`src/hdl/kcp_pkg.sv`:
```
// package for the keyed color packetizer: result and queue entry types,
// report sizing constants, the no-led position table and its derived lookups
// no dependencies
`timescale 1ns / 1ps
`default_nettype none

package kcp_pkg;

  localparam int HEADER_BYTES = 9;
  localparam int REPORT_BYTES = 65;
  localparam int GROUP_BYTES  = 4;
  localparam int SKIP_COUNT   = 22;

  localparam int SKIP_TBL_DEPTH = 32;
  localparam int SKIP_PTR_W     = 5;
  localparam int SKIP_RUN_W     = 6;

  localparam int FIFO_DEPTH = 4;
  localparam int FIFO_PTR_W = $clog2(FIFO_DEPTH);
  localparam int FIFO_CNT_W = $clog2(FIFO_DEPTH + 1);

  localparam int SLOT_W   = 4;
  localparam int SLOTS    = 16;
  localparam int REPORT_W = 6;
  localparam int BRIGHT_W = 3;

  localparam logic [BRIGHT_W-1:0] BRIGHT_RESET = 3'd4;

  // register map, by word index
  localparam logic REG_BRIGHTNESS = 1'b0;
  localparam logic REG_KEY_OFFSET = 1'b1;

  typedef logic [7:0]            skip_pos_tbl_t [SKIP_TBL_DEPTH];
  typedef logic [SKIP_RUN_W-1:0] skip_run_tbl_t [SKIP_TBL_DEPTH];
  typedef logic [SKIP_PTR_W-1:0] skip_ptr_tbl_t [SKIP_TBL_DEPTH];

  // physical positions that carry no led
  localparam skip_pos_tbl_t SKIP_TABLE = '{
    8'd1,   8'd17,  8'd18,  8'd19,  8'd20,  8'd75,  8'd77,  8'd78,
    8'd79,  8'd83,  8'd85,  8'd96,  8'd98,  8'd100, 8'd108, 8'd109,
    8'd111, 8'd112, 8'd113, 8'd116, 8'd123, 8'd125, 8'd0,   8'd0,
    8'd0,   8'd0,   8'd0,   8'd0,   8'd0,   8'd0,   8'd0,   8'd0
  };

  function automatic int next_ptr(int p);
    int n;
    n = p + 1;
    if (n >= SKIP_COUNT || n >= SKIP_TBL_DEPTH) begin
      n = 0;
    end
    return n;
  endfunction

  // length of the run of skipped positions starting at a table entry
  function automatic skip_run_tbl_t build_run();
    skip_run_tbl_t t;
    int ptr;
    int pos;
    int cnt;
    bit done;
    for (int p = 0; p < SKIP_TBL_DEPTH; p++) begin
      ptr  = p;
      pos  = int'(SKIP_TABLE[p]);
      cnt  = 0;
      done = 1'b0;
      for (int i = 0; i < SKIP_COUNT; i++) begin
        if (!done) begin
          if (int'(SKIP_TABLE[ptr]) != pos) begin
            done = 1'b1;
          end else begin
            ptr = next_ptr(ptr);
            pos = (pos + 1) % 256;
            cnt = cnt + 1;
          end
        end
      end
      t[p] = SKIP_RUN_W'(cnt);
    end
    return t;
  endfunction

  // table pointer after the run starting at a table entry
  function automatic skip_ptr_tbl_t build_next();
    skip_ptr_tbl_t t;
    int ptr;
    int pos;
    bit done;
    for (int p = 0; p < SKIP_TBL_DEPTH; p++) begin
      ptr  = p;
      pos  = int'(SKIP_TABLE[p]);
      done = 1'b0;
      for (int i = 0; i < SKIP_COUNT; i++) begin
        if (!done) begin
          if (int'(SKIP_TABLE[ptr]) != pos) begin
            done = 1'b1;
          end else begin
            ptr = next_ptr(ptr);
            pos = (pos + 1) % 256;
          end
        end
      end
      t[p] = SKIP_PTR_W'(ptr);
    end
    return t;
  endfunction

  localparam skip_run_tbl_t SKIP_RUN  = build_run();
  localparam skip_ptr_tbl_t SKIP_NEXT = build_next();

  // per slot: the report closes after this group
  function automatic logic [SLOTS-1:0] build_close();
    logic [SLOTS-1:0] m;
    int used;
    for (int s = 0; s < SLOTS; s++) begin
      used = HEADER_BYTES + GROUP_BYTES * (s + 1);
      m[s] = (used + HEADER_BYTES >= REPORT_BYTES) || (s == SLOTS - 1);
    end
    return m;
  endfunction

  // per slot: a terminator byte still fits after this group
  function automatic logic [SLOTS-1:0] build_fits();
    logic [SLOTS-1:0] m;
    int used;
    for (int s = 0; s < SLOTS; s++) begin
      used = HEADER_BYTES + GROUP_BYTES * (s + 1);
      m[s] = (used + GROUP_BYTES < REPORT_BYTES);
    end
    return m;
  endfunction

  localparam logic [SLOTS-1:0] SLOT_CLOSE = build_close();
  localparam logic [SLOTS-1:0] SLOT_FITS  = build_fits();

  // one classified color, as queued between front and back
  typedef struct packed {
    logic [7:0]          key_id;
    logic [7:0]          red;
    logic [7:0]          green;
    logic [7:0]          blue;
    logic [SLOT_W-1:0]   slot;
    logic [REPORT_W-1:0] report_index;
    logic                report_close;
    logic                terminator_after;
    logic                needs_term_report;
  } kcp_grp_t;

  // one result beat
  typedef struct packed {
    logic [7:0]          key_id;
    logic [7:0]          red;
    logic [7:0]          green;
    logic [7:0]          blue;
    logic [SLOT_W-1:0]   slot;
    logic [REPORT_W-1:0] report_index;
    logic                report_close;
    logic                terminator_after;
    logic                terminator_only;
    logic [BRIGHT_W-1:0] header_brightness;
    logic                run_last;
  } kcp_res_t;

endpackage

`default_nettype wire

```
`src/hdl/keyed_color_packetizer_unit.sv`:
```
// Keyed color packetizer: takes one RGB color per beat and emits one result
// beat per color (key id, color, slot, report number, close and terminator
// flags). A color is accepted every cycle while the four-entry queue between
// the front end and the output stage has room; the no-led skip table is
// resolved by a single lookup per color, so skips never stall the input.
// Each color leaves as one output beat, through the queue and then the
// output register; a frame-end color whose terminator byte does not fit
// adds a second, terminator-only beat. Registers sit on an APB port:
// brightness at 0x0, key offset at 0x4; write them only while the block
// is idle.
// depends on kcp_pkg, kcp_front, kcp_fifo, kcp_back
`timescale 1ns / 1ps
`default_nettype none

module keyed_color_packetizer_unit
  import kcp_pkg::*;
(
  input  wire logic                clk_i,
  input  wire logic                rst_ni,
  // apb configuration
  input  wire logic                psel,
  input  wire logic                penable,
  input  wire logic                pwrite,
  input  wire logic [2:0]          paddr,
  input  wire logic [31:0]         pwdata,
  output logic      [31:0]         prdata,
  output logic                     pready,
  // color input
  input  wire logic                in_valid_i,
  output logic                     in_stall_o,
  input  wire logic [7:0]          red_i,
  input  wire logic [7:0]          green_i,
  input  wire logic [7:0]          blue_i,
  input  wire logic                frame_end_i,
  // result output
  output logic                     out_valid_o,
  input  wire logic                out_stall_i,
  output logic [7:0]               key_id_o,
  output logic [7:0]               out_red_o,
  output logic [7:0]               out_green_o,
  output logic [7:0]               out_blue_o,
  output logic [SLOT_W-1:0]        slot_o,
  output logic [REPORT_W-1:0]      report_index_o,
  output logic                     report_close_o,
  output logic                     terminator_after_o,
  output logic                     terminator_only_o,
  output logic [BRIGHT_W-1:0]      header_brightness_o,
  output logic                     run_last_o
);

  logic [BRIGHT_W-1:0] brightness_q;
  logic [7:0]          key_offset_q;
  logic                cfg_wr;
  logic                reg_sel;

  logic                in_accept;
  logic                fifo_full;
  logic                fifo_empty;
  logic                fifo_pop;
  kcp_grp_t            grp_in;
  kcp_grp_t            grp_out;
  kcp_res_t            res;

  assign pready  = 1'b1;
  assign cfg_wr  = psel && penable && pwrite && pready;
  assign reg_sel = paddr[2];

  always_ff @(posedge clk_i or negedge rst_ni) begin
    if (!rst_ni) begin
      brightness_q <= BRIGHT_RESET;
      key_offset_q <= '0;
    end else if (cfg_wr) begin
      unique case (reg_sel)
        REG_BRIGHTNESS: brightness_q <= pwdata[BRIGHT_W-1:0];
        REG_KEY_OFFSET: key_offset_q <= pwdata[7:0];
        default: ;
      endcase
    end
  end

  always_comb begin
    unique case (reg_sel)
      REG_BRIGHTNESS: prdata = {{(32-BRIGHT_W){1'b0}}, brightness_q};
      REG_KEY_OFFSET: prdata = {24'd0, key_offset_q};
      default:        prdata = '0;
    endcase
  end

  assign in_stall_o = fifo_full;
  assign in_accept  = in_valid_i && !fifo_full;

  kcp_front u_front (
    .clk_i        (clk_i),
    .rst_ni       (rst_ni),
    .accept_i     (in_accept),
    .red_i        (red_i),
    .green_i      (green_i),
    .blue_i       (blue_i),
    .frame_end_i  (frame_end_i),
    .key_offset_i (key_offset_q),
    .grp_o        (grp_in)
  );

  kcp_fifo u_fifo (
    .clk_i       (clk_i),
    .rst_ni      (rst_ni),
    .push_i      (in_accept),
    .push_data_i (grp_in),
    .full_o      (fifo_full),
    .pop_i       (fifo_pop),
    .pop_data_o  (grp_out),
    .empty_o     (fifo_empty)
  );

  kcp_back u_back (
    .clk_i        (clk_i),
    .rst_ni       (rst_ni),
    .grp_i        (grp_out),
    .empty_i      (fifo_empty),
    .pop_o        (fifo_pop),
    .brightness_i (brightness_q),
    .out_valid_o  (out_valid_o),
    .out_stall_i  (out_stall_i),
    .res_o        (res)
  );

  assign key_id_o            = res.key_id;
  assign out_red_o           = res.red;
  assign out_green_o         = res.green;
  assign out_blue_o          = res.blue;
  assign slot_o              = res.slot;
  assign report_index_o      = res.report_index;
  assign report_close_o      = res.report_close;
  assign terminator_after_o  = res.terminator_after;
  assign terminator_only_o   = res.terminator_only;
  assign header_brightness_o = res.header_brightness;
  assign run_last_o          = res.run_last;

endmodule

`default_nettype wire

```
`src/hdl/kcp_front.sv`:
```
// front end: steps past no-led positions, forms key ids and decides slot,
// report closing and terminator placement per accepted color
// depends on kcp_pkg
`timescale 1ns / 1ps
`default_nettype none

module kcp_front
  import kcp_pkg::*;
(
  input  wire logic       clk_i,
  input  wire logic       rst_ni,
  input  wire logic       accept_i,
  input  wire logic [7:0] red_i,
  input  wire logic [7:0] green_i,
  input  wire logic [7:0] blue_i,
  input  wire logic       frame_end_i,
  input  wire logic [7:0] key_offset_i,
  output kcp_grp_t        grp_o
);

  logic [7:0]            pos_q, pos_d;
  logic [SKIP_PTR_W-1:0] ptr_q, ptr_d;
  logic [SLOT_W-1:0]     slot_q, slot_d;
  logic [REPORT_W-1:0]   rep_q, rep_d;

  logic                  skip_hit;
  logic [7:0]            pos_s;
  logic [SKIP_PTR_W-1:0] ptr_s;
  logic                  close;
  logic                  fits;

  // a whole run of consecutive no-led positions resolves in one lookup
  assign skip_hit = (SKIP_TABLE[ptr_q] == pos_q);
  assign pos_s    = skip_hit ? pos_q + 8'(SKIP_RUN[ptr_q]) : pos_q;
  assign ptr_s    = skip_hit ? SKIP_NEXT[ptr_q] : ptr_q;

  assign close = frame_end_i | SLOT_CLOSE[slot_q];
  assign fits  = SLOT_FITS[slot_q];

  always_comb begin
    grp_o.key_id            = pos_s + key_offset_i;
    grp_o.red               = red_i;
    grp_o.green             = green_i;
    grp_o.blue              = blue_i;
    grp_o.slot              = slot_q;
    grp_o.report_index      = rep_q;
    grp_o.report_close      = close;
    grp_o.terminator_after  = frame_end_i & fits;
    grp_o.needs_term_report = frame_end_i & ~fits;
  end

  always_comb begin
    pos_d  = pos_q;
    ptr_d  = ptr_q;
    slot_d = slot_q;
    rep_d  = rep_q;
    if (accept_i) begin
      if (frame_end_i) begin
        pos_d  = '0;
        ptr_d  = '0;
        slot_d = '0;
        rep_d  = '0;
      end else begin
        pos_d = pos_s + 8'd1;
        ptr_d = ptr_s;
        if (close) begin
          slot_d = '0;
          rep_d  = rep_q + REPORT_W'(1);
        end else begin
          slot_d = slot_q + SLOT_W'(1);
        end
      end
    end
  end

  always_ff @(posedge clk_i or negedge rst_ni) begin
    if (!rst_ni) begin
      pos_q  <= '0;
      ptr_q  <= '0;
      slot_q <= '0;
      rep_q  <= '0;
    end else begin
      pos_q  <= pos_d;
      ptr_q  <= ptr_d;
      slot_q <= slot_d;
      rep_q  <= rep_d;
    end
  end

endmodule

`default_nettype wire

```
`src/hdl/kcp_fifo.sv`:
```
// short queue of classified groups between front and back
// depends on kcp_pkg
`timescale 1ns / 1ps
`default_nettype none

module kcp_fifo
  import kcp_pkg::*;
(
  input  wire logic     clk_i,
  input  wire logic     rst_ni,
  input  wire logic     push_i,
  input  wire kcp_grp_t push_data_i,
  output logic          full_o,
  input  wire logic     pop_i,
  output kcp_grp_t      pop_data_o,
  output logic          empty_o
);

  kcp_grp_t              mem_q [FIFO_DEPTH];
  logic [FIFO_PTR_W-1:0] wr_q, wr_d;
  logic [FIFO_PTR_W-1:0] rd_q, rd_d;
  logic [FIFO_CNT_W-1:0] cnt_q, cnt_d;

  assign full_o     = (cnt_q == FIFO_CNT_W'(FIFO_DEPTH));
  assign empty_o    = (cnt_q == '0);
  assign pop_data_o = mem_q[rd_q];

  always_comb begin
    wr_d  = wr_q;
    rd_d  = rd_q;
    cnt_d = cnt_q;
    if (push_i) begin
      wr_d = (wr_q == FIFO_PTR_W'(FIFO_DEPTH - 1)) ? '0 : wr_q + FIFO_PTR_W'(1);
    end
    if (pop_i) begin
      rd_d = (rd_q == FIFO_PTR_W'(FIFO_DEPTH - 1)) ? '0 : rd_q + FIFO_PTR_W'(1);
    end
    if (push_i && !pop_i) begin
      cnt_d = cnt_q + FIFO_CNT_W'(1);
    end else if (pop_i && !push_i) begin
      cnt_d = cnt_q - FIFO_CNT_W'(1);
    end
  end

  always_ff @(posedge clk_i) begin
    if (push_i) begin
      mem_q[wr_q] <= push_data_i;
    end
  end

  always_ff @(posedge clk_i or negedge rst_ni) begin
    if (!rst_ni) begin
      wr_q  <= '0;
      rd_q  <= '0;
      cnt_q <= '0;
    end else begin
      wr_q  <= wr_d;
      rd_q  <= rd_d;
      cnt_q <= cnt_d;
    end
  end

endmodule

`default_nettype wire

```
`src/hdl/kcp_back.sv`:
```
// back end: drains queued groups into the output register and inserts the
// terminator-only report beat when the last group left no room
// depends on kcp_pkg
`timescale 1ns / 1ps
`default_nettype none

module kcp_back
  import kcp_pkg::*;
(
  input  wire logic                clk_i,
  input  wire logic                rst_ni,
  input  wire kcp_grp_t            grp_i,
  input  wire logic                empty_i,
  output logic                     pop_o,
  input  wire logic [BRIGHT_W-1:0] brightness_i,
  output logic                     out_valid_o,
  input  wire logic                out_stall_i,
  output kcp_res_t                 res_o
);

  logic                valid_q, valid_d;
  logic                pend_q, pend_d;
  logic [REPORT_W-1:0] pend_rep_q;
  kcp_res_t            res_q, res_d;
  logic                load;

  // output register refills when empty or when its beat is taken
  assign load  = !valid_q || !out_stall_i;
  assign pop_o = load && !pend_q && !empty_i;

  always_comb begin
    valid_d = valid_q;
    pend_d  = pend_q;
    res_d   = res_q;
    if (load) begin
      valid_d = pend_q || !empty_i;
      res_d.header_brightness = brightness_i;
      if (pend_q) begin
        res_d.key_id           = '0;
        res_d.red              = '0;
        res_d.green            = '0;
        res_d.blue             = '0;
        res_d.slot             = '0;
        res_d.report_index     = pend_rep_q + REPORT_W'(1);
        res_d.report_close     = 1'b1;
        res_d.terminator_after = 1'b0;
        res_d.terminator_only  = 1'b1;
        res_d.run_last         = 1'b1;
        pend_d                 = 1'b0;
      end else begin
        res_d.key_id           = grp_i.key_id;
        res_d.red              = grp_i.red;
        res_d.green            = grp_i.green;
        res_d.blue             = grp_i.blue;
        res_d.slot             = grp_i.slot;
        res_d.report_index     = grp_i.report_index;
        res_d.report_close     = grp_i.report_close;
        res_d.terminator_after = grp_i.terminator_after;
        res_d.terminator_only  = 1'b0;
        res_d.run_last         = !grp_i.needs_term_report;
        pend_d                 = !empty_i && grp_i.needs_term_report;
      end
    end
  end

  always_ff @(posedge clk_i) begin
    res_q <= res_d;
    if (pop_o) begin
      pend_rep_q <= grp_i.report_index;
    end
  end

  always_ff @(posedge clk_i or negedge rst_ni) begin
    if (!rst_ni) begin
      valid_q <= 1'b0;
      pend_q  <= 1'b0;
    end else begin
      valid_q <= valid_d;
      pend_q  <= pend_d;
    end
  end

  assign out_valid_o = valid_q;
  assign res_o       = res_q;

endmodule

`default_nettype wire
```
`config.mk`:
```
export PLATFORM = sky130hd
export DESIGN_NAME = keyed_color_packetizer_unit
export DESIGN_NICKNAME = d
export VERILOG_FILES = /design/src/hdl/kcp_pkg.sv /design/src/hdl/keyed_color_packetizer_unit.sv /design/src/hdl/kcp_front.sv /design/src/hdl/kcp_fifo.sv /design/src/hdl/kcp_back.sv
export SDC_FILE = /design/constraint.sdc
export NUM_CORES = 1
export LEC_CHECK = 0
export ABC_AREA = 1
export BUFFER_PORTS_ARGS = -buffer_cell sky130_fd_sc_hd__buf_2
export CORE_ASPECT_RATIO = 1.4
export CORE_MARGIN = 8
export CORE_UTILIZATION = 55
export DETAILED_ROUTE_END_ITERATION = 10
export PLACE_DENSITY = 0.77
export SYNTH_ARGS = -nofsm -noshare
export SYNTH_HDL_FRONTEND = slang
export SYNTH_SLANG_ARGS = --single-unit
```
`constraint.sdc`:
```
create_clock -name clk_i -period 8.4 [get_ports clk_i]
set_input_delay 0 -clock clk_i [delete_from_list [all_inputs] [get_ports clk_i]]
set_output_delay 0 -clock clk_i [all_outputs]
set_load 0.01 [all_outputs]
```
Yosys cells after proc, flatten, opt, wreduce, memory -nomap -nowiden --
Memories as Yosys holds them, arrays and structs flattened. Index checks and enable logic that the tools add are counted.
Word-level totals: flip-flop bits (word level) 98, RAM bits 180, memory bits (read-only) 640, input port bits 67, output and inout bits 84, word-level logic and storage cells 102, memories kept 6
Cells by class: $add $sub $neg 10, order comparisons 2, eq/ne operators 4, multiplexer cells 25, bitwise logic cells 6, reductions and logical operators 26
Memories:
- (name not given) | words 32, width 8, rd ports 1, clocked after memory_dff 0, write ports 0, RTL line kcp_front.sv:33 | assign skip_hit = (SKIP_TABLE[ptr_q] == pos_q);
- (name not given) | words 32, width 6, rd ports 1, clocked after memory_dff 0, write ports 0, RTL line kcp_front.sv:34 | assign pos_s = skip_hit ? pos_q + 8'(SKIP_RUN[ptr_q]) : pos_q;
- u_fifo.mem_q | words 4, width 45, rd ports 1, clocked after memory_dff 0, write ports 1, RTL line kcp_fifo.sv:19 | kcp_grp_t mem_q [FIFO_DEPTH];
- (name not given) | words 32, width 5, rd ports 1, clocked after memory_dff 0, write ports 0, RTL line kcp_front.sv:35 | assign ptr_s = skip_hit ? SKIP_NEXT[ptr_q] : ptr_q;
- (name not given) | words 16, width 1, rd ports 1, clocked after memory_dff 0, write ports 0, RTL line kcp_front.sv:37 | assign close = frame_end_i | SLOT_CLOSE[slot_q];
- (name not given) | words 16, width 1, rd ports 1, clocked after memory_dff 0, write ports 0, RTL line kcp_front.sv:38 | assign fits = SLOT_FITS[slot_q];
Operator list (count):
- 32-bit case mux with 2 select lines | 1
- 8-bit two-way mux | 4
- 6-bit two-way mux | 4
- 5-bit two-way mux | 4
- 6-bit by 1-bit adder with 6-bit output (second input constant) | 2
- 9-bit two-way mux | 1
- 8-bit by 1-bit adder with 8-bit output (second input constant) | 1
- 8-bit by 6-bit adder with 8-bit output | 1
- 8-bit adder | 1
- 8-bit == test | 1
- 1-bit logical AND | 8
- 1-bit zero test | 8
- 4-bit two-way mux | 2
- 2-bit AND reduction | 4
- 6-bit >= comparator (second input constant) | 1
- 3-bit two-way mux | 2
- 5-bit inverter with 6-bit output | 1
- 2-bit nonzero test | 3
- 4-bit by 5-bit less-than comparator with 1-bit output (second input constant) | 1
- 1-bit two-way mux | 5
- 2-bit by 1-bit adder with 2-bit output (second input constant) | 2
- 4-bit by 1-bit adder with 4-bit output (second input constant) | 1
- 2-bit == test (second input constant) | 2
- 2-bit two-way mux | 2
- other kinds (8) | 11

Longest topological paths before layout --
Gate-level depths: netlist of the first run.
depth in word-level cells 8, gate-level depth with buffers 24, gate-level depth less buffers 24

By module --
From an unflattened synthesis of the first run, not the netlist that was laid out.
Second synthesis, totals: cells, all modules 1239, area total of the unflattened synthesis 13132.6 um2
By module, submodules not included:
- kcp_fifo | instances 1, cells each 575, area an instance 7561.0 um2, sequential area each 5580.4 um2
- kcp_front | instances 1, cells each 385, area an instance 2631.3 um2, sequential area each 575.6 um2
- kcp_back | instances 1, cells each 178, area an instance 2200.9 um2, sequential area each 1701.6 um2
- keyed_color_packetizer_unit | instances 1, cells each 101, area an instance 739.5 um2, sequential area each 276.5 um2

Worst setup path after synthesis of the first run --
No wires, ideal clock.
kind flip-flop to flip-flop, start register u_front.ptr_q[1], end memory u_fifo.mem_q[0][44] (netlist bit), data pin, library setup time 0.261 ns, arrival time 3.422 ns, required time 8.139 ns, setup slack 4.717 ns, cell stages (with the launch flop) 23, buffers on the path 0, period minus slack after synthesis 3.683 ns, path through dfrtp_1 -> inv_1 -> ha_1 -> nor2_1 -> a21boi_0 -> o22ai_1 -> inv_1 -> ha_1 -> inv_1 -> fa_1 -> o22ai_1 -> xor2_1 -> inv_1 -> nand3_1 -> nand2_2 -> ha_1 -> inv_1 -> o21bai_1 -> a21oi_1 -> o21bai_1 -> xor2_1 -> xor2_1 -> inv_1
RTL lines:
- start, declared | RTL line kcp_front.sv:22 | logic [SKIP_PTR_W-1:0] ptr_q, ptr_d;
- start signal, assigned | RTL line kcp_front.sv:84 | ptr_q <= ptr_d;
- end, declared | RTL line kcp_fifo.sv:19

==> results of run 1 <==
[final cells by class]
type,instances,area (sq um)
Sequential cell,278,8140
Fill cell,1686,8100
Multi-Input combinational cell,696,3610
Timing Repair Buffer,145,926
Clock buffer,32,652
Tap cell,301,377
Inverter,79,297
Clock inverter,12,184
[path summary, 6_finish.rpt]
check,start,endpoint,slack (ps),cells after the start
worst max register to register,u_front.ptr_q[1],u_fifo.mem_q[3][44],4050,21
worst max-delay path,u_front.ptr_q[1],u_fifo.mem_q[3][44],4050,21
worst min register to register,brightness_q[0],u_back.res_o[1],480,0
worst min-delay path,in_valid_i,u_front.pos_q[3],30,5
min in group asynchronous,rst_ni,key_offset_q[1],140,3
max in group asynchronous,rst_ni,u_fifo.rd_q[1],7810,3
[metal layers]
layer / wire [microns] / part of all wire
met5: 0 / 0
met4: 893 / 0.033
met3: 1440 / 0.053
met2: 14800 / 0.55
met1: 9800 / 0.36
[cell families (layout without fill, tap and decap cells)]
kind of cell             count (synthesis)  count (layout)  synth area share
AO/OA/AOI/OAI                          206             206            0.0896
XOR/XNOR                                17              17            0.0121
adder cells (fa/ha/maj)                 33              33            0.0354
buffers and inverters                  147             268            0.0550
flip-flops                             278             278             0.661
multiplexers                             5               5           0.00458
other                                    2              25          0.000610
AND/OR/NAND/NOR                        410             410             0.142
[timing repair]
| item | CTS | global route |
|---|---|---|
| endpoints found under the hold margin | 158 | 0 |
| setup buffers | 0 | 0 |
| hold buffers | 34 | 0 |
[stage by stage]
stage / setup WS, ps / cells / power (uW) / cell area (sq um) / utilization
floorplan: 4720 / 1121 / 3280 / 12400 / -
global placement: 4110 / 1465 / 3720 / 13000 / 0.584
detailed placement: 4100 / 1465 / 3790 / 13000 / 0.584
CTS: 4080 / 1543 / 4980 / 14200 / 0.636
global route: 3730 / 1543 / 5260 / 14200 / 0.636
finish: 4050 / 1543 / 4960 / 14200 / 0.636
[flip-flops by register name, indices dropped and copies added (netlist names), 3 cells and up]
register           cells
brightness_q           3
key_offset_q           8
u_back.pend_rep_q      6
u_back.res_o          49
u_fifo.cnt_q           3
u_fifo.mem_q         180
u_front.pos_q          8
u_front.ptr_q          5
u_front.rep_q          6
u_front.slot_q         4
[cells in the mapped netlist (3+ instances only)]
master and count:
a21oi_1 51, buf_1 6, buf_4 25, buf_6 4, clkbuf_1 32, dfrtp_1 42
edfxtp_1 235, fa_1 3, ha_1 30, inv_1 71, inv_2 6, mux2_2 5
nand2_1 131, nand2_2 10, nand3_1 41, nand3_2 5, nand4_1 3, nor2_1 196
nor2_2 5, nor2_4 3, nor3_1 8, o21ai_0 119, o21ai_1 7, o21bai_1 3
o22ai_1 12, xnor2_1 4, xor2_1 13
[power by group through the flow]
stage          clock, uW  combinational (uW)  sequential (uW)
2_1_floorplan          0                1080             2200
3_3_place_gp           0                1520             2200
3_5_place_dp           0                1580             2210
4_1_cts             1170                1620             2190
5_1_grt             1220                1810             2230
6_report            1160                1610             2190
[worst max-delay path, cell delays in order, from the launching register on]
cell	delay (ps)
dfrtp_1	580
inv_1	230
ha_1	280
a21oi_1	260
o22ai_1	100
inv_1	60
ha_1	150
inv_1	50
fa_1	400
xnor2_1	180
nand3_1	110
nand2_2	140
ha_1	290
a21oi_1	170
nand2_1	110
a21oi_1	170
o21bai_1	110
a21oi_1	140
o21bai_1	80
xor2_1	220
xor2_1	160
inv_1	90
==> flow_metrics.tcl, run 1 <==
set metrics [dict create \
    post_cts_resized 0 \
    switching_share 0.352 \
    hold_slack_ps 30.5 \
    grtUsageTotal 0.194 \
    hpwl_mm 15.9 \
    clock-root-buffer "clkbuf_16" \
    min_period_ps 4350 \
    critPathCaptureType "register" \
    die_h_microns 193 \
    grt_busiest_layer "met2" \
    timing.fmax_ghz 0.230 \
    drc 0 \
    p_clk_frac 0.234 \
    path_class "reg -> reg" \
    power.density_nw_per_um2 350 \
    num_io_pins 151 \
    syn_area_per_cell_sq_um 11.2 \
    outcome "finished, final reports clean" \
    cts_made_buffers 24 \
    grt-ovfl-total 0 \
    grt_pass1_vias 8581 \
    slew_headroom 0.299 \
    design.core.area_sq_um 22300 \
    synth.distinct_cells 46 \
    fin_tns_setup_ps 0 \
    cts_tree "yes" \
    fin_crit_sh 0.518 \
    antenna_found_initial 0 \
    clock_latency_ps 510 \
    hp-class "in -> reg" \
    ant_nets 0 \
    synth_ff_type "edfxtp_1" \
    cts.clk_slew.worst_paths_ps 60 \
    dieWidth_microns 142 \
    rsz0062_at_grt "no" \
    yosysSeqAreaShare 0.661 \
    port_buffers 99 \
    p_leak_uw 0.00562 \
    die_area_sq_um 27500 \
    grt_use_met3 0.0200 \
    p_sw_uw 1750 \
    diodes 0 \
    grt_start_max_net_pins 93 \
    drv_slew 0 \
    rows 65 \
    cp_max_fo 10 \
    use_met1 0.211 \
    p_int_uw 3210 \
    cts_max_level 1 \
    pwr-share-seq 0.442 \
    syn-instance-count 1098 \
    clock-sinks 278 \
    ys_ff_latch 278 \
    wl_mm 26.9 \
    nets 1324 \
    gp_congestion 0.865 \
    power_frac_comb 0.325 \
    synth_area_sq_um 12300 \
    wl_per_cell_microns 17.4 \
    synthTopCellsByArea "edfxtp_1, dfrtp_1, nor2_1" \
    finalSetupViolCount 0 \
    drt-initial-drc-count 623 \
    vias 8440 \
    hold_viol 0 \
    area_growth_pct 15.3 \
    startpoint_type "register" \
    mostFrequentLayoutCell "edfxtp_1" \
    yosysWarnings 0 \
    synth_edf_count 235 \
    worstPathArrival_ps 4590 \
    firstDrtPassIters 5 \
    async_reset_ff_frac 0.155 \
    peakVddDrop_mv 0.198 \
    netlist.top_cell.by_area "edfxtp_1" \
    cap_violations 0 \
    viasPerCell 5.47 \
    cp_data_required_time_ps 8640 \
    initial_core_util 0.552 \
    grt_first_pass_wirelength_mm 42.5 \
    grtUsageMet2 0.378 \
    cts_max_path_buffers 3 \
    drive_above_1_share 0.155 \
    skew_ps 15.4 \
    synth_top_area_share 0.574 \
    tightest_slew_ps 1050 \
    final_cell_mix "edfxtp_1, nor2_1, nand2_1" \
]
Note: power is estimated with default switching activity, not from simulation.
==> inputs of run 2 (changes only) <==
==> constraint.sdc (replaced) <==
create_clock -name clk_i -period 4.15 [get_ports clk_i]
set_input_delay 0 -clock clk_i [delete_from_list [all_inputs] [get_ports clk_i]]
set_output_delay 0 -clock clk_i [all_outputs]
set_load 0.01 [all_outputs]
==> flow_metrics.tcl, run 2 (same netlist as run 1, synthesis figures left out) <==
set metrics [dict create \
    outcome "finished, final reports clean" \
    cts_max_path_buffers 3 \
    die_h_microns 193 \
    vias 8412 \
    design.core.area_sq_um 22300 \
    clock-root-buffer "clkbuf_16" \
    cts_made_buffers 26 \
    final_cell_count_no_fill 1564 \
    p_leak_uw 0.00573 \
    cts_max_level 1 \
    grt_first_pass_wirelength_mm 42.9 \
    cap_violations 0 \
    startpoint_type "register" \
    place_area_sq_um 13100 \
    fin_crit_sh 0.929 \
    die_area_sq_um 27500 \
    multi_input_area_sq_um 3650 \
    worstPathArrival_ps 4120 \
    antenna_found_initial 0 \
    grt-ovfl-total 0 \
    m1WireLength_mm 9.85 \
    p_int_uw 6480 \
    wl_mm 26.9 \
    gp_congestion 0.901 \
    timing.fmax_ghz 0.259 \
    nets 1343 \
    diodes 0 \
    critPathCaptureType "register" \
    hold_viol 0 \
    hpwl_mm 16.7 \
    pwr-share-seq 0.431 \
    grt_pass1_vias 8542 \
    postCtsSetupBuffers 0 \
    regArea_sq_um 8140 \
    place_inst 1479 \
    min_period_ps 3850 \
    area_growth_pct 16.8 \
    top_register "u_fifo.mem_q" \
    p_clk_frac 0.231 \
    tightest_slew_ps 1010 \
    cts.clk_slew.worst_paths_ps 70 \
    power_frac_comb 0.339 \
    dieWidth_microns 142 \
    wl_per_cell_microns 17.2 \
    grt_start_max_net_pins 93 \
    viasPerCell 5.38 \
    clock-sinks 278 \
    wl_met3_mm 1.42 \
    cts_tree "yes" \
    final_cell_mix "edfxtp_1, nor2_1, nand2_1" \
    drive_above_1_share 0.178 \
    cp_data_required_time_ps 4420 \
    path_class "reg -> reg" \
    final_cell_area_sq_um 14400 \
    wl_met2_mm 15.0 \
    hold_slack_ps 12.2 \
    clock_latency_ps 530 \
    largest_register_ffs 180 \
    fill_cells 1668 \
    total_power_uw 10100 \
    cp_max_fo 6 \
    power.density_nw_per_um2 701 \
    fin_tns_setup_ps 0 \
    firstDrtPassIters 7 \
    top_layer_used "met4" \
    p_sw_uw 3590 \
    mostFrequentLayoutCell "edfxtp_1" \
    peakVddDrop_mv 0.434 \
    ant_nets 0 \
    hp-class "in -> reg" \
    num_io_pins 151 \
    switching_share 0.357 \
    drc 0 \
    port_buffers 99 \
    rows 65 \
    grtUsageTotal 0.196 \
    skew_ps 20.1 \
    drt-initial-drc-count 694 \
    initial_core_util 0.552 \
    slew_headroom 0.325 \
    drv_slew 0 \
    finalSetupViolCount 0 \
]
-- run 2: cell count changes in the layout (fill, tap and decap cells not counted), moves of 3 or more --
cell | before | now
buf_4 | 12 | 26
clkbuf_8 | 0 | 4
bufinv_16 | 5 | 1
dlygate4sd3_1 | 34 | 37
clkinv_2 | 2 | 8
clkbuf_1 | 7 | 3
-- run 2: power groups by stage --
stage                     Sequential, uW  Combinational (uW)  Clock (uW)
after detailed placement            4390                3330           0
after global placement              4360                3240           0
after CTS                           4330                3400        2350
after global routing                4410                3850        2470
after floorplan                     4440                2190           0
final                               4340                3410        2320
-- run 2: final timing paths --
| check | from | endpoint | slack, ps | cells past startpoint |
|---|---|---|---|---|
| setup / recovery | u_front.ptr_q[0] | u_fifo.mem_q[3][44] | 300 | 22 |
| hold / removal | in_valid_i | u_front.pos_q[3] | 10 | 5 |
| setup reg to reg | u_front.ptr_q[0] | u_fifo.mem_q[3][44] | 300 | 22 |
| hold reg to reg | brightness_q[0] | u_back.res_o[1] | 480 | 0 |
| max in group asynchronous | rst_ni | key_offset_q[5] | 2620 | 4 |
| min in group asynchronous | rst_ni | brightness_q[2] | 560 | 3 |
-- run 2: worst max-delay path, cell delays in order (launching register included) --
cell	delay [ps]
dfrtp_2	460
inv_4	100
ha_1	180
nor2_1	60
a21boi_1	170
o22ai_1	90
inv_1	60
ha_1	150
inv_1	60
fa_1	410
xnor2_1	150
nand3_1	90
nand2_2	110
ha_4	310
nand3_1	70
nand2_1	110
a21oi_2	60
o21bai_1	230
a21oi_1	100
o21bai_1	190
xor2_1	200
xor2_1	160
inv_1	80
-- run 2: cell type report --
cell class	count	share of cell area
clock buffer	34	0.0516
timing repair buffer	162	0.0738
inverter	79	0.0208
sequential	278	0.566
multi-input combinational	696	0.254
clock inverter	14	0.00757
tap	301	0.0262
-- run 2: what timing repair did --
action                                  4_1_cts  5_1_grt
endpoints found under the setup margin        0        4
resized for setup                             0       11
hold endpoints to repair                    160        0
hold buffers                                 37        0
-- run 2: stage by stage --
step | worst slack (ps) | utilization
6_report | 295 | 0.645
5_1_grt | -27.5 | 0.645
2_1_floorplan | 467 | -
4_1_cts | 117 | 0.643
3_3_place_gp | 228 | 0.588
3_5_place_dp | 144 | 0.588
-- run 2: per-layer routing --
layer  GRT usage  vias to the layer above
met5           0                        -
met4      0.0652                        0
met3      0.0234                       54
met2       0.381                      256
met1       0.215                     4085
li1            -                     4017
==> inputs of run 3 (changes only) <==
--- a/config.mk
+++ b/config.mk
@@ -9,9 +9,11 @@
 export BUFFER_PORTS_ARGS = -buffer_cell sky130_fd_sc_hd__buf_2
 export CORE_ASPECT_RATIO = 1.4
 export CORE_MARGIN = 8
-export CORE_UTILIZATION = 55
+export CORE_UTILIZATION = 59
 export DETAILED_ROUTE_END_ITERATION = 10
-export PLACE_DENSITY = 0.77
+export HOLD_SLACK_MARGIN = 0.08
+export PLACE_DENSITY = 0.81
 export SYNTH_ARGS = -nofsm -noshare
 export SYNTH_HDL_FRONTEND = slang
+export SYNTH_HIERARCHICAL = 1
 export SYNTH_SLANG_ARGS = --single-unit
==> flow_metrics.tcl, run 3 <==
set metrics [dict create \
    vias 8853 \
    gp_congestion 0.850 \
    cp_max_fo 5 \
    wl_mm 26.1 \
    skew_ps 11.9 \
    drt-initial-drc-count 460 \
    critPathCaptureType "register" \
    synth_xor_area_frac 0.00734 \
    top_register "u_fifo/mem_q" \
    final_cell_mix "nand2_1, edfxtp_1, inv_1" \
    yosys.area_share.adder 0.0332 \
    area_growth_pct 15.0 \
    antenna_found_initial 0 \
    initial_core_util 0.601 \
    rows 64 \
    ant_nets 0 \
    synth_ff_type "edfxtp_1" \
    drive_above_1_share 0.160 \
    synth_area_sq_um 13100 \
    async_reset_ff_frac 0.155 \
    ys_ff_latch 278 \
    nets 1484 \
    die_h_microns 193 \
    yosysSeqAreaShare 0.619 \
    synth_compound_gate_area_share 0.0788 \
    p_leak_uw 0.00671 \
    hp-class "in -> async" \
    grt_first_pass_wirelength_mm 41.7 \
    die_area_sq_um 27400 \
    crit_start "u_front/ptr_q[1]" \
    startpoint_type "register" \
    timing.fmax_ghz 0.252 \
    peakVddDrop_mv 0.386 \
    cp_data_required_time_ps 4450 \
    num_io_pins 151 \
    synthSimpleGateAreaFrac 0.149 \
    viasPerCell 5.21 \
    tightest_slew_ps 1150 \
    power.density_nw_per_um2 696 \
    r2r-start "u_front/ptr_q[1]" \
    cts_tree "yes" \
    grt_pass1_vias 8782 \
    synth_mux_area_frac 0 \
    yosys-top-cells-count "nand2_1, edfxtp_1, inv_1, o211ai_1, nor2_1" \
    fin_tns_setup_ps 0 \
    firstDrtPassIters 5 \
    grtUsageTotal 0.190 \
    grt-ovfl-total 0 \
    syn-instance-count 1239 \
    port_buffers 99 \
    cts_made_buffers 25 \
    clock-sinks 278 \
    synthTopCellsByArea "edfxtp_1, nand2_1, dfrtp_1" \
    yosysWarnings 6 \
    hold_viol 0 \
    synth_edf_count 235 \
    drv_slew 0 \
    cts_max_path_buffers 3 \
    netlist.top_cell.by_area "edfxtp_1" \
    grt_start_max_net_pins 121 \
    cts.clk_slew.worst_paths_ps 70 \
    finalSetupViolCount 0 \
    slew_headroom 0.233 \
    dieWidth_microns 142 \
    total_power_uw 10500 \
    largest_register_ffs 180 \
    hold_slack_ps 137 \
    wl_per_cell_microns 15.4 \
    yosysMostFrequentCell "nand2_1" \
    drc 0 \
    outcome "finished, final reports clean" \
    cts_max_level 1 \
    hpwl_mm 15.8 \
    fin_crit_sh 0.955 \
    design.core.area_sq_um 21900 \
    cap_violations 0 \
    worstPathArrival_ps 4260 \
    worst_slack_ps 188 \
    clock_latency_ps 510 \
    clock-root-buffer "clkbuf_16" \
    path_class "reg -> reg" \
    synth_top_area_share 0.537 \
    pre_cts_slack_ps 125 \
    synth.distinct_cells 43 \
    min_period_ps 3960 \
    mostFrequentLayoutCell "nand2_1" \
    fill_cells 1480 \
    syn_area_per_cell_sq_um 10.6 \
    synth_top_family_by_area "simple AND/OR/NAND/NOR gates" \
    diodes 0 \
]
## run 3: path summary, 6_finish.rpt
check,slack [ps],cells after the start,end
worst max-delay path,190,22,u_fifo/mem_q[3][44]
worst min-delay path,140,3,u_fifo/cnt_q[0]
worst max register to register,190,22,u_fifo/mem_q[3][44]
worst min register to register,500,0,u_back/res_o[2]
max in group asynchronous,3550,3,u_back/pend_q
min in group clk_i,240,2,u_fifo/mem_q[1][13]
## run 3: per-stage QoR
stage | std cells | utilization | cell area, sq um
floorplan | 1262 | - | 13200
global placement | 1586 | 0.621 | 13600
detailed placement | 1586 | 0.621 | 13600
CTS | 1692 | 0.686 | 15000
global route | 1699 | 0.691 | 15100
finish | 1699 | 0.691 | 15100
## run 3: cells by family after synthesis
family | count (synthesis)
xor+xnor | 11
compound gates | 153
buf+inv | 302
simple gates | 460
other cells | 2
fa+ha+maj | 33
flops | 278
## run 3: layout make-up
class	count	area, sq um	share of cell area
inverters	207	782	0.0518
flip-flops and latches	278	8140	0.539
multi-input cells	682	3660	0.242
repair buffers	190	1340	0.0884
clock buffers	28	637	0.0422
well taps	297	372	0.0246
clock inverters	17	179	0.0118
## run 3: critical path: stages, from the launching register on
cell	delay (ps)
dfrtp_1	390
inv_2	80
ha_2	190
inv_1	70
nand2_1	80
o21ai_1	120
nand2_1	60
a32o_1	230
ha_2	200
fa_2	560
nand4_1	100
nand2_1	130
ha_1	240
nand3_1	90
nand2_1	80
a21o_1	190
a21oi_2	150
nor2_1	50
nor2_1	80
nor2_1	40
nor2_1	120
xor2_1	210
xor2_1	320
## run 3: metal layers
layer  global-route usage  share of wire  vias up
li1                     -              -     4347
met1                0.202           0.38     4222
met2                0.373           0.55      244
met3               0.0255          0.049       40
met4               0.0659          0.019        0
met5                    0              0        -
## run 3: report_power, final
group          switching, uW  internal, uW  total [uW]
Sequential               340          4070        4410
Clock                    962          1300        2270
Combinational           2520          1310        3830
Total                   3820          6680       10500
## run 3: what timing repair did
action | CTS | global route
gates resized for setup | 0 | 12
endpoints found under the hold margin | 171 | 0
buffers inserted | 0 | 7
hold buffers | 61 | 0
endpoints found under the setup margin | 0 | 4
